--- src/hw/rtl/fba_pkg.sv ---
`timescale 1ns / 1ps
// Shared types, codes and constants of the fixed-size chunk allocator.
package fba_pkg;

   // Default number of chunks tracked by the used-bit store
   localparam int POOL_DEPTH_DEF = 256;

   // Configuration register widths and reset values
   localparam int CNT_W   = 9;
   localparam int BYTES_W = 16;
   localparam int PADDR_W = 3;
   localparam int PDATA_W = 32;

   localparam logic [CNT_W-1:0]   CHUNK_COUNT_RST = 9'd256;
   localparam logic [BYTES_W-1:0] CHUNK_BYTES_RST = 16'd64;

   // Register select, taken from paddr[2]
   localparam logic REG_CHUNK_COUNT = 1'b0;
   localparam logic REG_CHUNK_BYTES = 1'b1;

   // Request operation codes
   localparam logic FUNC_ALLOC = 1'b0;
   localparam logic FUNC_FREE  = 1'b1;

   // Result status codes
   localparam logic [1:0] RSP_OK        = 2'd0;
   localparam logic [1:0] RSP_NO_FREE   = 2'd1;
   localparam logic [1:0] RSP_NOT_FOUND = 2'd2;

   typedef struct packed {
      logic       func;
      logic [7:0] chunk_index;
   } req_type;

   typedef struct packed {
      logic [1:0]  status;
      logic [7:0]  granted_index;
      logic [23:0] byte_offset;
   } rsp_type;

   // Controller to datapath
   typedef struct packed {
      logic clr_step;
      logic capture;
      logic exec;
      logic scan;
   } cmd_type;

   // Datapath to controller
   typedef struct packed {
      logic clr_done;
      logic need_scan;
      logic scan_stop;
   } sts_type;

endpackage

--- src/hw/rtl/fba_datapath.sv ---
`timescale 1ns / 1ps
// Datapath: used-bit memory, free and used marks, scan pointer and result register.
module fba_datapath
   import fba_pkg::*;
#(
   parameter int POOL_DEPTH = POOL_DEPTH_DEF
) (
   input  logic               clock,
   input  logic               reset,
   input  cmd_type            cmd,
   output sts_type            sts,
   input  req_type            req_data,
   input  logic [CNT_W-1:0]   chunk_count,
   input  logic [BYTES_W-1:0] chunk_bytes,
   output rsp_type            rsp_data
);

   localparam int AW = $clog2(POOL_DEPTH);
   localparam int MW = $clog2(POOL_DEPTH + 1);
   localparam int CW = (MW > CNT_W) ? MW : CNT_W;
   localparam int PW = MW + BYTES_W;

   localparam logic [MW-1:0] NUM_M    = MW'(POOL_DEPTH);
   localparam logic [AW-1:0] CLR_LAST = AW'(POOL_DEPTH - 1);

   logic          used_mem [POOL_DEPTH];
   logic          rd_bit_ff;

   req_type       req_ff;
   rsp_type       rsp_ff,  rsp_in;
   logic [MW-1:0] lf_ff,   lf_in;
   logic [MW-1:0] lu_ff,   lu_in;
   logic [MW-1:0] ptr_ff,  ptr_in;
   logic [AW-1:0] clr_ff,  clr_in;

   logic          we;
   logic [AW-1:0] wa;
   logic          wd;

   logic [CW-1:0] eff_count;
   logic [CW-1:0] idx_c, lf_c, lu_c, ptr_c;
   logic          is_alloc, no_free, bad_free, hit_lu, scan_stop, need_scan;
   logic [PW-1:0] product;

   // Saturate the programmed count at the store depth
   assign eff_count = (CW'(chunk_count) > CW'(POOL_DEPTH)) ? CW'(POOL_DEPTH)
                                                           : CW'(chunk_count);

   assign idx_c = CW'(req_ff.chunk_index);
   assign lf_c  = CW'(lf_ff);
   assign lu_c  = CW'(lu_ff);
   assign ptr_c = CW'(ptr_ff);

   assign is_alloc = (req_ff.func == FUNC_ALLOC);
   assign no_free  = (lf_c >= eff_count);
   assign bad_free = (idx_c < lu_c) || (idx_c >= eff_count);
   assign hit_lu   = (idx_c == lu_c);

   assign need_scan = is_alloc ? !no_free : (!bad_free && hit_lu);
   // Allocate scans for a clear bit, free scans for a set bit
   assign scan_stop = (ptr_c >= eff_count) || (rd_bit_ff != is_alloc);

   assign product = PW'(lf_ff) * PW'(chunk_bytes);

   always_comb begin
      ptr_in = ptr_ff;
      lf_in  = lf_ff;
      lu_in  = lu_ff;
      clr_in = clr_ff;
      rsp_in = rsp_ff;
      we     = 1'b0;
      wa     = clr_ff;
      wd     = 1'b0;

      if (cmd.clr_step) begin
         we     = 1'b1;
         clr_in = clr_ff + AW'(1);
      end

      if (cmd.exec) begin
         rsp_in.status        = RSP_OK;
         rsp_in.granted_index = '0;
         rsp_in.byte_offset   = '0;
         if (is_alloc) begin
            if (no_free) begin
               rsp_in.status = RSP_NO_FREE;
            end else begin
               we    = 1'b1;
               wa    = AW'(lf_ff);
               wd    = 1'b1;
               lu_in = (lf_ff < lu_ff) ? lf_ff : lu_ff;
               ptr_in = lf_ff + MW'(1);
               rsp_in.granted_index = 8'(lf_ff);
               rsp_in.byte_offset   = 24'(product);
            end
         end else begin
            if (bad_free) begin
               rsp_in.status = RSP_NOT_FOUND;
            end else begin
               we     = 1'b1;
               wa     = AW'(req_ff.chunk_index);
               wd     = 1'b0;
               lf_in  = (idx_c < lf_c) ? MW'(req_ff.chunk_index) : lf_ff;
               ptr_in = MW'(req_ff.chunk_index) + MW'(1);
            end
         end
      end

      if (cmd.scan) begin
         if (scan_stop) begin
            if (is_alloc) begin
               lf_in = ptr_ff;
            end else begin
               lu_in = ptr_ff;
            end
         end else begin
            ptr_in = ptr_ff + MW'(1);
         end
      end
   end

   // Read ahead at the next pointer so each scan cycle checks one bit
   always_ff @(posedge clock) begin
      if (we) begin
         used_mem[wa] <= wd;
      end
      rd_bit_ff <= used_mem[AW'(ptr_in)];
   end

   always_ff @(posedge clock) begin
      if (reset) begin
         lf_ff  <= '0;
         lu_ff  <= NUM_M;
         clr_ff <= '0;
      end else begin
         lf_ff  <= lf_in;
         lu_ff  <= lu_in;
         clr_ff <= clr_in;
      end
   end

   always_ff @(posedge clock) begin
      if (cmd.capture) begin
         req_ff <= req_data;
      end
      ptr_ff <= ptr_in;
      rsp_ff <= rsp_in;
   end

   assign sts.clr_done  = (clr_ff == CLR_LAST);
   assign sts.need_scan = need_scan;
   assign sts.scan_stop = scan_stop;
   assign rsp_data      = rsp_ff;

endmodule

--- src/hw/rtl/fba_ctrl.sv ---
`timescale 1ns / 1ps
// Controller state machine: clearing pass, request execution and scan sequencing.
module fba_ctrl
   import fba_pkg::*;
(
   input  logic    clock,
   input  logic    reset,
   input  logic    start,
   output logic    busy,
   output logic    rsp_valid,
   output cmd_type cmd,
   input  sts_type sts
);

   localparam logic [1:0] S_CLEAR = 2'd0;
   localparam logic [1:0] S_IDLE  = 2'd1;
   localparam logic [1:0] S_EXEC  = 2'd2;
   localparam logic [1:0] S_SCAN  = 2'd3;

   logic [1:0] state_ff, state_in;
   logic       rsp_valid_ff, rsp_valid_in;

   always_comb begin
      state_in     = state_ff;
      rsp_valid_in = 1'b0;
      cmd          = '0;
      unique case (state_ff)
         S_CLEAR: begin
            cmd.clr_step = 1'b1;
            if (sts.clr_done) begin
               state_in = S_IDLE;
            end
         end
         S_IDLE: begin
            if (start) begin
               cmd.capture = 1'b1;
               state_in    = S_EXEC;
            end
         end
         S_EXEC: begin
            cmd.exec = 1'b1;
            if (sts.need_scan) begin
               state_in = S_SCAN;
            end else begin
               rsp_valid_in = 1'b1;
               state_in     = S_IDLE;
            end
         end
         S_SCAN: begin
            cmd.scan = 1'b1;
            if (sts.scan_stop) begin
               rsp_valid_in = 1'b1;
               state_in     = S_IDLE;
            end
         end
         default: begin
            state_in = S_IDLE;
         end
      endcase
   end

   always_ff @(posedge clock) begin
      if (reset) begin
         state_ff     <= S_CLEAR;
         rsp_valid_ff <= 1'b0;
      end else begin
         state_ff     <= state_in;
         rsp_valid_ff <= rsp_valid_in;
      end
   end

   assign busy      = (state_ff != S_IDLE);
   assign rsp_valid = rsp_valid_ff;

endmodule

--- src/hw/rtl/fixed_block_allocator_unit.sv ---
`timescale 1ns / 1ps
// Top level of the fixed-size chunk allocator: register port, controller and datapath.
//
//   channel   ports                          handshake
//   request   start, busy, req_data          taken when start and not busy
//   result    rsp_valid, rsp_data            one-cycle strobe, no back-pressure
//   config    psel, penable, pwrite, paddr,  write on psel & penable & pwrite,
//             pwdata, prdata, pready         pready tied high
//
// After reset the used-bit memory is cleared one entry a cycle, with busy high.
// A request with no scan needed passes only the capture and execute states; else the scan
// steps one used-bit entry per cycle, a rate set by the single memory read port.
// busy stays high until the result strobe; a new transaction may start in the strobe cycle.
// The result receiver cannot stall: each result is flagged by rsp_valid for exactly one cycle.
module fixed_block_allocator_unit
   import fba_pkg::*;
#(
   parameter int POOL_DEPTH = POOL_DEPTH_DEF
) (
   input  logic               clock,
   input  logic               reset,
   input  logic               start,
   output logic               busy,
   input  req_type            req_data,
   output logic               rsp_valid,
   output rsp_type            rsp_data,
   input  logic               psel,
   input  logic               penable,
   input  logic               pwrite,
   input  logic [PADDR_W-1:0] paddr,
   input  logic [PDATA_W-1:0] pwdata,
   output logic [PDATA_W-1:0] prdata,
   output logic               pready
);

   logic [CNT_W-1:0]   chunk_count_ff,  chunk_count_in;
   logic [BYTES_W-1:0] chunk_bytes_ff,  chunk_bytes_in;
   logic               csr_write;
   cmd_type            cmd;
   sts_type            sts;

   assign pready    = 1'b1;
   assign csr_write = psel && penable && pwrite && pready;

   always_comb begin
      chunk_count_in = chunk_count_ff;
      chunk_bytes_in = chunk_bytes_ff;
      prdata         = '0;
      unique case (paddr[2])
         REG_CHUNK_COUNT: begin
            prdata = PDATA_W'(chunk_count_ff);
            if (csr_write) begin
               chunk_count_in = pwdata[CNT_W-1:0];
            end
         end
         REG_CHUNK_BYTES: begin
            prdata = PDATA_W'(chunk_bytes_ff);
            if (csr_write) begin
               chunk_bytes_in = pwdata[BYTES_W-1:0];
            end
         end
         default: begin
            prdata = '0;
         end
      endcase
   end

   always_ff @(posedge clock) begin
      if (reset) begin
         chunk_count_ff <= CHUNK_COUNT_RST;
         chunk_bytes_ff <= CHUNK_BYTES_RST;
      end else begin
         chunk_count_ff <= chunk_count_in;
         chunk_bytes_ff <= chunk_bytes_in;
      end
   end

   fba_ctrl u_ctrl (
      .clock     (clock),
      .reset     (reset),
      .start     (start),
      .busy      (busy),
      .rsp_valid (rsp_valid),
      .cmd       (cmd),
      .sts       (sts)
   );

   fba_datapath #(
      .POOL_DEPTH (POOL_DEPTH)
   ) u_datapath (
      .clock       (clock),
      .reset       (reset),
      .cmd         (cmd),
      .sts         (sts),
      .req_data    (req_data),
      .chunk_count (chunk_count_ff),
      .chunk_bytes (chunk_bytes_ff),
      .rsp_data    (rsp_data)
   );

   // A result only follows a transaction in flight
   a_rsp_after_busy: assert property (@(posedge clock) disable iff (reset)
      rsp_valid |-> $past(busy))
      else $error("result strobe without a transaction in flight");

   // An accepted transaction holds the block busy in the following cycle
   a_accept_busy: assert property (@(posedge clock) disable iff (reset)
      (start && !busy) |=> busy)
      else $error("busy not raised after accepting a transaction");

   // Failed results carry no grant
   a_no_grant_on_fail: assert property (@(posedge clock) disable iff (reset)
      (rsp_valid && rsp_data.status != RSP_OK) |->
         (rsp_data.granted_index == '0 && rsp_data.byte_offset == '0))
      else $error("grant fields set on a failed result");

endmodule
--- config.mk ---
export PLATFORM = sky130hd
export DESIGN_NAME = fixed_block_allocator_unit
export DESIGN_NICKNAME = d
export VERILOG_FILES = /design/src/hw/rtl/fba_pkg.sv /design/src/hw/rtl/fba_datapath.sv /design/src/hw/rtl/fba_ctrl.sv /design/src/hw/rtl/fixed_block_allocator_unit.sv
export SDC_FILE = /design/constraint.sdc
export NUM_CORES = 1
export LEC_CHECK = 0
export BUFFER_PORTS_ARGS = -buffer_cell sky130_fd_sc_hd__buf_2
export CAP_MARGIN = 15
export CORE_ASPECT_RATIO = 2
export CORE_MARGIN = 2
export CORE_UTILIZATION = 56
export CTS_CLUSTER_SIZE = 12
export DETAILED_ROUTE_END_ITERATION = 10
export MAX_ROUTING_LAYER = met4
export PLACE_DENSITY = 0.75
export RECOVER_POWER = 25
export SYNTH_ARGS = -nofsm -noshare
export SYNTH_HDL_FRONTEND = slang
export SYNTH_SLANG_ARGS = --single-unit
--- constraint.sdc ---
create_clock -name clock -period 10.5 [get_ports clock]
set_clock_uncertainty 0.2 [all_clocks]
set_input_delay 0.525 -clock clock [delete_from_list [all_inputs] [get_ports clock]]
set_output_delay 0.525 -clock clock [all_outputs]
set_load 0.01 [all_outputs]
---- Yosys cells after proc, flatten, opt, wreduce, memory -nomap -nowiden ----
Memories as Yosys holds them, arrays and structs flattened. A register that Yosys moved wholly into a read port is not among the register bits.
Index checks and enable logic that the tools add are counted.
storage, ports and cells
  bits in registers ....................... 106
  bits in writable memories ............... 256
  bits of input ports ..................... 50
  logic and storage cells ................. 103
  memories ................................ 1
memories
  memory               depth  width  read ports  clocked after memory_dff  write ports  RTL line            source
  u_datapath.used_mem  256    1      1           1                         1            fba_datapath.sv:26  logic used_mem [POOL_DEPTH];
operators by class
  add/sub/neg operators ................... 4
  $mul .................................... 1
  order comparisons ....................... 7
  eq/ne operators ......................... 10
  muxes and demuxes ....................... 53
  bitwise gates (word level) .............. 2
  reductions and logical operators ........ 12
operators by type and width
  kind                   count
  $mux W9                21
  $pmux W32 S2           1
  $mux W8                4
  $mul A9 B16 Y24        1
  $mux W1                19
  $add A9 B1 Y9 const B  2
  $ge A9 B9 Y1           2
  $lt A8 B9 Y1           2
  $mux W2                6
  $add A8 B1 Y9 const B  1
  $eq A8 B9 Y1           1
  $ge A8 B9 Y1           1
  $gt A9 B9 Y1 const B   1
  $lt A9 B9 Y1           1
  $add A8 B1 Y8 const B  1
  $eq A8 B8 Y1 const B   1
  $pmux W2 S4            1
  $eq A2 B2 Y1 const B   2
  $ne A2 B1 Y1 const B   2
  $ne A2 B2 Y1 const B   2
  $reduce_and A2 Y1      2
  $logic_and A1 B1 Y1    3
  $reduce_and A3 Y1      1
  $eq A2 B1 Y1 const B   1
  7 further kinds        10

---- Longest topological paths before layout ----
Gate-level depths: netlist of the first run.
  word-level depth ........................ 10
  gate-level depth with buffers ........... 26

---- By module ----
Synthesis of the first run repeated with hierarchy kept, for this count alone.
unflattened totals
  cell total of the unflattened synthesis .. 2082
  area, all modules ....................... 22180.0 um^2
modules (own cells, without submodules)
  module                      instances  cells each  area an instance (um^2)
  fba_datapath                1          1915        20557.2
  fixed_block_allocator_unit  1          141         1400.1
  fba_ctrl                    1          26          222.7

---- Least setup slack after synthesis of the first run ----
Ideal clock, no wire load.
  path kind ............................... reg-to-reg
  start point ............................. reg chunk_count_ff[8]
  end point ............................... mem u_datapath.used_mem[0], data pin
  setup time .............................. 1.393 ns
  arrival time ............................ 8.430 ns
  data required time ...................... 8.907 ns
  setup slack ............................. 0.476 ns
  cell stages (with the launch flop) ...... 14
  buffers on the path ..................... 5
  period minus slack after synthesis ...... 10.024 ns
  cell sequence ........................... dfxtp_1 inv_1 clkbuf_1 nand2_1 ha_1 or3_1 nor3_1 o211ai_1 and2_1 buf_2 clkbuf_1 clkbuf_1 clkbuf_1 nor2_1
on the way
  cells in the longest elaborated chain, start to end .. 6
RTL lines
  element                 RTL line                          source
  start, declared         fixed_block_allocator_unit.sv:36  logic [CNT_W-1:0] chunk_count_ff, chunk_count_in;
  start signal, assigned  fixed_block_allocator_unit.sv:73  chunk_count_ff <= chunk_count_in;
  $gt A9 B9 Y1            fba_datapath.sv:46                assign eff_count = (CW'(chunk_count) > CW'(POOL_DEPTH)) ? CW'(POOL_DEPTH)
  $mux W9 *               fba_datapath.sv:46
  $ge A9 B9 Y1 *          fba_datapath.sv:55                assign no_free = (lf_c >= eff_count);
  $mux W1 *               fba_datapath.sv:85                if (no_free) begin
  $mux W1 *               fba_datapath.sv:84                if (is_alloc) begin
  $mux W1 *               fba_datapath.sv:80                if (cmd.exec) begin
  via u_datapath.wd       fba_datapath.sv:38                logic wd;
  end, declared           fba_datapath.sv:26
The timed path passes the listed nets; every way through them passes the cells marked *.

---- Worst setup path in the final report of the first run ----
  start point ............................. reg u_datapath.lf_ff[0], in the netlist u_datapath.lf_c[0]
  end point ............................... reg u_datapath.rd_bit_ff, read port of u_datapath.used_mem
on the way
  cells in the longest elaborated chain, start to end .. 6
RTL lines
  element                                               RTL line                                source
  start, declared                                       fba_datapath.sv:31                      logic [MW-1:0] lf_ff, lf_in;
  start signal, assigned                                fba_datapath.sv:136                     lf_ff <= lf_in;
  $add A9 B1 Y9 / $ge A9 B9 Y1 (equally long branches)  fba_datapath.sv:92, fba_datapath.sv:55
  $mux W9 *                                             fba_datapath.sv:85
  $mux W9 *                                             fba_datapath.sv:84
  $mux W9 *                                             fba_datapath.sv:80
  $mux W9                                               fba_datapath.sv:110                     if (scan_stop) begin
  $mux W9 *                                             fba_datapath.sv:109                     if (cmd.scan) begin
  end, declared                                         fba_datapath.sv:27                      logic rd_bit_ff;
Every way passes the cells marked *; elsewhere a longest branch is shown, timed or not.
A chain may end at the register's enable or synchronous reset.

==> flow_summary.yaml, run 1 <==
place:
  gp_congestion: 0.9441
  io_buffers: 83
  dpl.hpwl_mm: 41.77
cts:
  cts_setup_buffers: 0
  root_buffer: "clkbuf_16"
  cts.clk_slew.worst_paths_ps: 60
  cts_buffers: 37
  cts_resized: 0
  clock-sinks: 363
  htreeDepth: 2
  insertion_delay_ps: 540
  clk_path_buf_depth: 3
  cts_tree: "yes"
  ctsHoldBuffers: 12
setup_path:
  slowest_stage: "clkbuf_1"
  r2r-end: "u_datapath.rd_bit_ff$_DFF_P_"
  cp.depth: 16
  crit_path_start_kind: "register"
  r2r_setup_slack_ps: 3100
  cp-startpoint: "u_datapath.lf_c[0]$_SDFF_PP0_"
  cp.arrival_ps: 7600
  cp.buffers_inverters: 2
  path_delay_family: "compound AO/OA/AOI/OAI gates"
  required_ps: 10700
  r2r-start: "u_datapath.lf_c[0]$_SDFF_PP0_"
  cp-end-kind: "register"
  worstSetupEndpoint: "u_datapath.rd_bit_ff$_DFF_P_"
  worstPathCellList: "inv_1 > ha_1 > nand2b_1 > a31oi_1 > o211ai_1 > and2_0 > clkbuf_1 > a21oi_2 > a211o_1 > nand3_1 > or2_2 > a311oi_1 > o41ai_1 > o21ai_0 > a211oi_1 > o311ai_1"
  cpPeakStageDelay_ps: 1740
  r2r_cells: 16
  path_max_fanout: 44
  crit_type: "register to register"
sta:
  tns_ps: 0
  tightest_slew_ps: 2766
  report.final.setup_viol: 0
  slew_headroom_pct: -84.43
  rsz0062_at_grt: "no"
  period_needed_ps: 7395
  drv_slew: 133
  hold_slack_ps: 27.77
  fmax_ghz: 0.1352
  final-hold-violation-count: 0
  fin_crit_sh_pct: 70.43
logic_synthesis:
  synth_edf_count: 299
  synth-compound-area-share_pct: 10.97
  syn_avg_cell_area_sq_um: 9.653
  synthArstFlopShare_pct: 0
  ys_seq_area_share_pct: 46.88
  synth_cell_types: 68
  yosys.area_share.adder_pct: 14.68
  yosys_register_bits: 363
  synth-simple-area-share_pct: 18.91
  syn_area_sq_um: 21880
  synth-xor-area-share_pct: 1.361
  yosys_warnings: 0
  synthFlopType: "edfxtp_1"
  synth_mux_area_share_pct: 1.189
  synthCells: 2267
  synth_top_family_by_area: "simple AND/OR/NAND/NOR gates"
outcome:
  failed_checks: "max-capacitance violations, max-slew violations"
  outcome: "finished with violations"
floorplan:
  start_util_pct: 56.59
  die_area_sq_um: 40770
  io_pins: 119
  die_h_um: 283.6
  rows: 102
  core_area_sq_um: 38670
  die_w_um: 143.8
detailed_routing:
  wire_per_inst_um: 21.03
  first_iter_violations: 1136
  drt_wl_total_mm: 59.42
  wirelength_met1_mm: 18.93
  top_layer_used: "met4"
  antenna_left: 0
  first_pass_iters: 5
  drc: 0
  route.met2.wl_mm: 32.64
  wl_met3_mm: 2.902
  vias_per_cell: 5.944
  vias: 16790
final_layout:
  fillers: 3241
  regArea_sq_um: 10260
  area_growth_syn_to_layout_pct: 7.867
  num_antenna_cells: 0
  drive_gt1_share_pct: 5.813
  multiInputGateArea_sq_um: 10370
  nets: 2534
pwr:
  ir_worst_vdd_v: 0.0001311
  pwr-share-clk_pct: 42.6
  pwr-share-comb_pct: 2.3
  netSwitchingPower_uw: 595.6
  sw_frac_of_total_pct: 21.21
  power_density_nw_per_um2: 119.0
  leakagePower_uw: 0.008307
  p_int_uw: 2213
  pwr-share-seq_pct: 55.1
grt:
  grt_use_total_pct: 30.15
  grt_max_degree: 116
  antenna_found_initial: 0
  grt_pass1_wl_mm: 90.94
  grt_pass1_vias: 17250
  grt-ovfl-total: 0
run:
  cap_violations: 3
hold_path:
  hp-class: "input port to register"
==> cell usage after synthesis (29+ instances only) <==
cell	instances	share of area (%)
nand2_1	393	6.7
nor2_1	354	6.1
edfxtp_1	299	41
inv_1	149	2.6
a21oi_1	135	3.1
clkbuf_1	105	1.8
ha_1	100	5.7
fa_1	98	9.0
and2_1	67	1.9
dfxtp_1	64	5.9
nand3_1	56	1.3
o21ai_0	37	0.85
a21o_1	32	1.1
a311oi_1	32	1.3
a211oi_1	29	0.99
==> cell usage in the layout, fill, tap and decap left out, types with 8 or more instances in the layout <==
cell type / netlist / routed
nand2_1: 393 / 393
o22ai_1: 14 / 14
a22oi_1: 17 / 17
a211oi_1: 29 / 29
a31oi_1: 20 / 20
o21ai_0: 37 / 38
fa_1: 98 / 98
edfxtp_1: 299 / 299
xnor2_1: 25 / 25
dfxtp_1: 64 / 64
buf_4: 19 / 29
nor2b_1: 8 / 8
nand2b_1: 15 / 15
clkbuf_1: 105 / 65
a311oi_1: 32 / 32
nor3b_1: 19 / 19
and2_0: 1 / 8
conb_1: 2 / 17
nor4_1: 8 / 8
o21a_1: 8 / 8
xor2_1: 9 / 9
dlygate4sd3_1: 0 / 12
mux2i_1: 17 / 17
and3_1: 8 / 8
a21oi_1: 135 / 134
and2_1: 67 / 60
ha_1: 100 / 100
inv_1: 149 / 149
buf_2: 27 / 34
nand3_1: 56 / 56
clkbuf_16: 0 / 37
nor3_1: 17 / 17
a21o_1: 32 / 32
nand4_1: 9 / 9
nor2_1: 354 / 354
==> worst register-to-register path, stage by stage, from the launching register on <==
cell	delay, ps
dfxtp_1	600
inv_1	240
ha_1	330
nand2b_1	90
a31oi_1	110
o211ai_1	270
and2_0	260
clkbuf_1	1740
a21oi_2	590
a211o_1	450
nand3_1	140
or2_2	500
a311oi_1	180
o41ai_1	830
o21ai_0	210
a211oi_1	380
o311ai_1	130
==> layer usage <==
metal | vias to the layer above | track usage (%)
met2 | 687 | 55.37
met5 | - | -
li1 | 7688 | -
met4 | 0 | 22.08
met1 | 8111 | 27.59
met3 | 306 | 3.746
==> worst min-delay path by stage <==
stage,to,start,cells after the start,slack [ps]
after floorplan,chunk_bytes_ff[10]$_SDFFE_PP0P_,chunk_bytes_ff[10]$_SDFFE_PP0P_,2,240
after global placement,chunk_count_ff[6]$_SDFFE_PP0P_,chunk_count_ff[6]$_SDFFE_PP0P_,2,260
after detailed placement,chunk_count_ff[7]$_SDFFE_PP0P_,chunk_count_ff[7]$_SDFFE_PP0P_,2,270
after CTS,chunk_bytes_ff[12]$_SDFFE_PP0P_,pwdata[12],3,0.1
after global routing,chunk_bytes_ff[12]$_SDFFE_PP0P_,pwdata[12],3,30
final,chunk_bytes_ff[12]$_SDFFE_PP0P_,pwdata[12],3,30
==> layout make-up <==
cell class	instances	share of cell area, %
inverters	150	2.396
clock inverters	7	0.1802
clock buffers	51	4.187
well taps	520	2.756
flip-flops and latches	363	43.46
repair buffers	129	3.074
multi-input cells	1605	43.94
==> sequential cells by signal, indices dropped and copies added (netlist names) <==
signal                flops
u_datapath.rd_bit_ff      1
u_datapath.rsp_data      34
u_datapath.lu_c           9
u_datapath.used_mem     256
u_datapath.ptr_c          9
u_ctrl.state_ff           2
u_datapath.idx_c          8
chunk_bytes_ff           16
u_datapath.lf_c           9
u_datapath.req_ff         1
u_ctrl.rsp_valid          1
chunk_count_ff            9
u_datapath.clr_ff         8
==> power by group through the flow <==
stage          Combinational [uW]  Sequential (uW)  Clock (uW)
2_1_floorplan                42.5             1570           0
3_3_place_gp                 58.0             1580           0
3_5_place_dp                 59.5             1580           0
4_1_cts                      63.3             1550        1210
5_1_grt                      68.2             1550        1260
6_report                     64.2             1550        1200
==> kinds of logic after synthesis <==
group	after synthesis
buf+inv	314
mux	25
simple gates	969
xor+xnor	34
fa+ha+maj	198
other cells	2
flops	363
compound gates	362
==> metrics by stage <==
stage / total power, uW / utilization, % / area (sq um) / setup slack [ps] / instances
6_report: 2809 / 61.04 / 23610 / 3105 / 2825
3_5_place_dp: 1639 / 58.27 / 22530 / 3812 / 2753
3_3_place_gp: 1637 / 58.27 / 22530 / 3936 / 2753
5_1_grt: 2880 / 61.04 / 23610 / 2605 / 2825
2_1_floorplan: 1617 / - / 21940 / 476.4 / 2282
4_1_cts: 2824 / 61.25 / 23690 / 3807 / 2823
Power figures use the tool's default switching activity.
==> run 2, diff against run 1 <==
Clock period 10.5 ns to 6.3 ns, I/O delays scaled along.
==> run 2 against run 1 <==
- the flow still finishes with violations (max-capacitance violations, max-slew violations)
- die area unchanged
- core utilization is 1.7 points higher
- routed wire length rose by 2.7%
- hold slack better by 110 ps
- sequential power increased by 66%
- first-iteration DRC count grew 32%
- fmax is 22% higher
- final area grew 2.8%
- critical path depth increased by 5
- global-route usage up 1.1 points
- largest power group unchanged
- highest routed layer unchanged
==> flow_summary.yaml, run 2 (synthesis results as in run 1) <==
outcome:
  outcome: "finished with violations"
  failed_checks: "max-capacitance violations, max-slew violations"
setup_path:
  cp.arrival_ps: 6260
  worstPathCellList: "inv_1 > nand2_1 > ha_1 > a211o_1 > a31oi_1 > o21ai_0 > a2111o_1 > clkbuf_1 > o32ai_4 > a211oi_4 > nor2_4 > inv_4 > buf_4 > buf_4 > a211oi_1 > a311oi_1 > nor4_1 > mux2i_1 > a211oi_2 > a2bb2oi_2 > o311ai_1"
  crit_path_start_kind: "register"
  cpPeakStageDelay_ps: 470
  r2r-start: "chunk_count_ff[8]$_SDFFE_PP1P_"
  r2r_cells: 21
  cp-startpoint: "chunk_count_ff[8]$_SDFFE_PP1P_"
  cp-end-kind: "register"
  crit_type: "register to register"
  cp.depth: 21
  crit_top_cell: "buf_4"
  required_ps: 6530
  cp.buffers_inverters: 5
  slowest_stage: "mux2i_1"
  path_delay_family: "compound AO/OA/AOI/OAI gates"
  path_max_fanout: 23
sta:
  tightest_slew_ps: 2368
  fmax_ghz: 0.1656
  drv_slew: 273
  setup_ws_ps: 262.8
  period_needed_ps: 6037
  final-hold-violation-count: 0
  hold_slack_ps: 134.5
  slew_headroom_pct: -57.84
  report.final.setup_viol: 0
  fin_crit_sh_pct: 95.83
grt:
  antenna_found_initial: 0
  grt_pass1_vias: 17880
  grt_max_degree: 257
  grt-ovfl-total: 0
  grt_pass1_wl_mm: 94.12
  grt_use_total_pct: 31.22
detailed_routing:
  first_iter_violations: 1500
  drt_wl_total_mm: 61.02
  antenna_left: 0
  first_pass_iters: 5
  drc: 0
  wire_per_inst_um: 21.02
  vias: 17250
  vias_per_cell: 5.943
run:
  cap_violations: 3
final_layout:
  final_core_util_pct: 62.76
  area_growth_syn_to_layout_pct: 10.90
  drive_gt1_share_pct: 8.309
  nets: 2609
  top_register: "u_datapath.used_mem"
  num_antenna_cells: 0
  layout_commonest_cell: "nand2_1"
  layout_common_cells: "nand2_1, nor2_1, edfxtp_1"
  largest_reg_flops: 256
  fillers: 3162
floorplan:
  rows: 102
  start_util_pct: 56.59
  die_h_um: 283.6
  io_pins: 119
  die_w_um: 143.8
  core_area_sq_um: 38670
  die_area_sq_um: 40770
pwr:
  leakagePower_uw: 0.008680
  ir_worst_vdd_v: 0.0002019
  power_density_nw_per_um2: 192.6
cts:
  cts_tree: "yes"
  cts.clk_slew.worst_paths_ps: 60
  root_buffer: "clkbuf_16"
  htreeDepth: 2
  cts_setup_buffers: 0
  clk_path_buf_depth: 3
  clock-sinks: 363
  cts_buffers: 37
  insertion_delay_ps: 530
place:
  gp_congestion: 0.9927
  place_ws_ps: 236.6
  dpl.hpwl_mm: 43.10
  io_buffers: 83
hold_path:
  hold_start: "start"
  hp-class: "input port to register"
  holdPathStages: 5
run 2: layout make-up:
cell class                 count  area, sq um  share of cell area, %
sequential                   363        10260                  42.27
inverter                     150        565.5                  2.330
clock buffer                  52        982.2                  4.047
tap                          520        650.6                  2.681
multi-input combinational   1605        10400                  42.84
clock inverter                 9        46.29                 0.1908
timing repair buffer         204         1368                  5.635
run 2: report_power, final:
group	switching (uW)	internal [uW]
registers	9.22	2570
clock network	888	1080
logic	84.7	40.8
run 2: timing repair:
item,4_1_cts,5_1_grt
resized for setup,0,6
endpoints found under the setup margin,0,4
hold endpoints to repair,34,0
hold buffers,25,0
run 2: path summary, 6_finish.rpt:
check / endpoint / slack [ps]
setup reg to reg: u_datapath.rd_bit_ff$_DFF_P_ / 260
hold / removal: u_ctrl.state_ff[0]$_SDFFE_PP0P_ / 130
hold reg to reg: chunk_count_ff[4]$_SDFFE_PP0P_ / 300
setup / recovery: u_datapath.rd_bit_ff$_DFF_P_ / 260
run 2: layer usage:
layer  up-vias  part of all wire, %  wire length (um)  GRT usage, %
li1       7839                    -                 -             -
met1      8335                   32             19770         30.02
met5         -                    0                 0             -
met3       304                  5.9              3583         4.185
met4         0                  9.0              5466         23.50
met2       774                   53             32200         55.31
run 2: through the flow:
step / power, uW / cell area, sq um / std cells / TNS (ps)
5_1_grt: 4801 / 24270 / 2903 / -23.74
4_1_cts: 4699 / 24350 / 2902 / 0
6_report: 4674 / 24270 / 2903 / 0
2_1_floorplan: 2694 / 21950 / 2282 / 0
3_5_place_dp: 2740 / 23070 / 2816 / 0
3_3_place_gp: 2738 / 23070 / 2816 / 0
run 2: worst min-delay path, cell delays in order:
cell and delay (ps):
buf_2 130, o21ai_0 150, nor2_1 70, nor2_1 90, a211oi_1 60
==> run 3, diff against run 2 <==
Settings changed: CORE_UTILIZATION 56 to 60, PLACE_DENSITY 0.75 to 0.76.
Clock period 6.3 ns to 6.85 ns, I/O delays scaled along.
==> run 3 against run 2 <==
- largest cell class unchanged
- clock power down 3%
- cell count down 4.3%
- setup slack better by 140 ps
- highest routed layer unchanged
- combinational power down 19%
- sequential share of layout area up 0.73 points
- the run still ends with max-capacitance violations, max-slew violations left
- first-iteration DRC count up 3.3%
- hold slack worse by 46 ps
==> flow_summary.yaml, run 3 (synthesis results as in run 1) <==
detailed_routing:
  drt_wl_total_mm: 53.81
  wire_per_inst_um: 19.37
  vias_per_cell: 6.028
  vias: 16750
  drc: 0
  first_iter_violations: 1550
  first_pass_iters: 5
  antenna_left: 0
setup_path:
  crit_type: "register to register"
  cp-startpoint: "chunk_count_ff[8]$_SDFFE_PP1P_"
  worstPathCellList: "inv_1 > nand2_1 > ha_1 > a211o_1 > a31oi_1 > o21ai_0 > a2111oi_0 > o21ai_2 > a221oi_1 > a21oi_4 > buf_4 > a211oi_1 > a311oi_1 > nor4_1 > o21ai_0 > a211o_1 > a2bb2oi_2 > o311ai_1"
  cp.arrival_ps: 6660
  r2r-start: "chunk_count_ff[8]$_SDFFE_PP1P_"
  required_ps: 7060
  cpPeakStageDelay_ps: 1100
  slowest_stage: "a2111oi_0"
  cp.buffers_inverters: 2
  cp-end-kind: "register"
  crit_path_start_kind: "register"
  path_delay_family: "compound AO/OA/AOI/OAI gates"
  path_max_fanout: 23
final_layout:
  fin_cells: 2778
  nets: 2557
  largest_reg_flops: 256
  drive_gt1_share_pct: 6.199
  layout_commonest_cell: "nand2_1"
  top_register: "u_datapath.used_mem"
  layout_common_cells: "nand2_1, nor2_1, edfxtp_1"
  area_growth_syn_to_layout_pct: 9.028
sta:
  drv_slew: 84
  report.final.setup_viol: 0
  period_needed_ps: 6450
  fin_crit_sh_pct: 94.15
  rsz0062_at_grt: "no"
  tightest_slew_ps: 1854
  final-hold-violation-count: 0
  fmax_ghz: 0.1550
  tns_ps: 0
  slew_headroom_pct: -24.07
floorplan:
  start_util_pct: 60.50
  die_area_sq_um: 38110
  die_h_um: 274.1
  core_area_sq_um: 36170
  die_w_um: 139.0
  io_pins: 119
  rows: 99
outcome:
  failed_checks: "max-capacitance violations, max-slew violations"
  outcome: "finished with violations"
place:
  place_inst: 2699
  io_buffers: 83
  gp_congestion: 0.9122
  dpl.hpwl_mm: 34.80
cts:
  cts_buffers: 37
  cts.clk_slew.worst_paths_ps: 70
  cts_setup_buffers: 0
  root_buffer: "clkbuf_16"
  ctsHoldBuffers: 25
  cts_resized: 0
  clock-sinks: 363
  insertion_delay_ps: 560
  clk_path_buf_depth: 3
  htreeDepth: 2
  cts_tree: "yes"
grt:
  grt-ovfl-total: 0
  antenna_found_initial: 1
  grt_use_total_pct: 29.04
  grt_pass1_vias: 16310
  grt_pass1_wl_mm: 85.25
  grt_max_degree: 113
hold_path:
  hold_start: "start"
  hp-class: "input port to register"
pwr:
  ir_worst_vdd_v: 0.0002175
  finalPower_uw: 4389
  power_density_nw_per_um2: 184.0
  leakagePower_uw: 0.008451
run:
  cap_violations: 3
-- run 3: layout make-up --
| class | count | area (sq um) |
|---|---|---|
| clock inverter | 8 | 113.9 |
| fill | 2932 | 12310 |
| antenna | 1 | 2.502 |
| multi-input combinational | 1605 | 10370 |
| timing repair buffer | 152 | 999.7 |
| sequential | 363 | 10260 |
| inverter | 150 | 565.5 |
| tap | 454 | 568.0 |
| clock buffer | 45 | 977.2 |
-- run 3: final timing paths --
kind | end | slack [ps] | cells past startpoint
worst max-delay path | u_datapath.rd_bit_ff$_DFF_P_ | 400 | 18
worst min-delay path | u_ctrl.state_ff[1]$_SDFFE_PP0P_ | 90 | 5
worst max register to register | u_datapath.rd_bit_ff$_DFF_P_ | 400 | 18
worst min register to register | chunk_count_ff[5]$_SDFFE_PP0P_ | 310 | 2
-- run 3: tightest hold or removal path: cells and delay by family --
family                 cells  cell delay (ps)
AO/OA/AOI/OAI              2              190
buffers and inverters      1              100
AND/OR/NAND/NOR            2              150
-- run 3: layer usage --
layer / global-route usage, % / wire length (um) / vias up / share of wire, %
met4: 12.31 / 2417 / 0 / 4.5
met2: 47.51 / 26380 / 746 / 49
met1: 36.45 / 20750 / 8101 / 39
li1: - / - / 7727 / -
met3: 4.191 / 4265 / 172 / 7.9
met5: - / 0 / - / 0
-- run 3: per-stage QoR --
stage | hold slack [ps] | setup slack, ps | cell area [sq um] | util [%]
2_1_floorplan | 235.1 | 1041 | 21950 | -
3_3_place_gp | 299.0 | 815.2 | 22600 | 62.47
4_1_cts | 64.68 | 662.0 | 23960 | 66.24
3_5_place_dp | 303.5 | 701.0 | 22620 | 62.53
6_report | 88.79 | 400.4 | 23860 | 65.96
5_1_grt | 155.3 | 134.6 | 23860 | 65.96
-- run 3: power breakdown --
group / switching (uW) / total (uW) / internal [uW]
Clock: 830 / 1910 / 1080
Combinational: 70.0 / 102 / 32.2
Sequential: 11.6 / 2370 / 2360
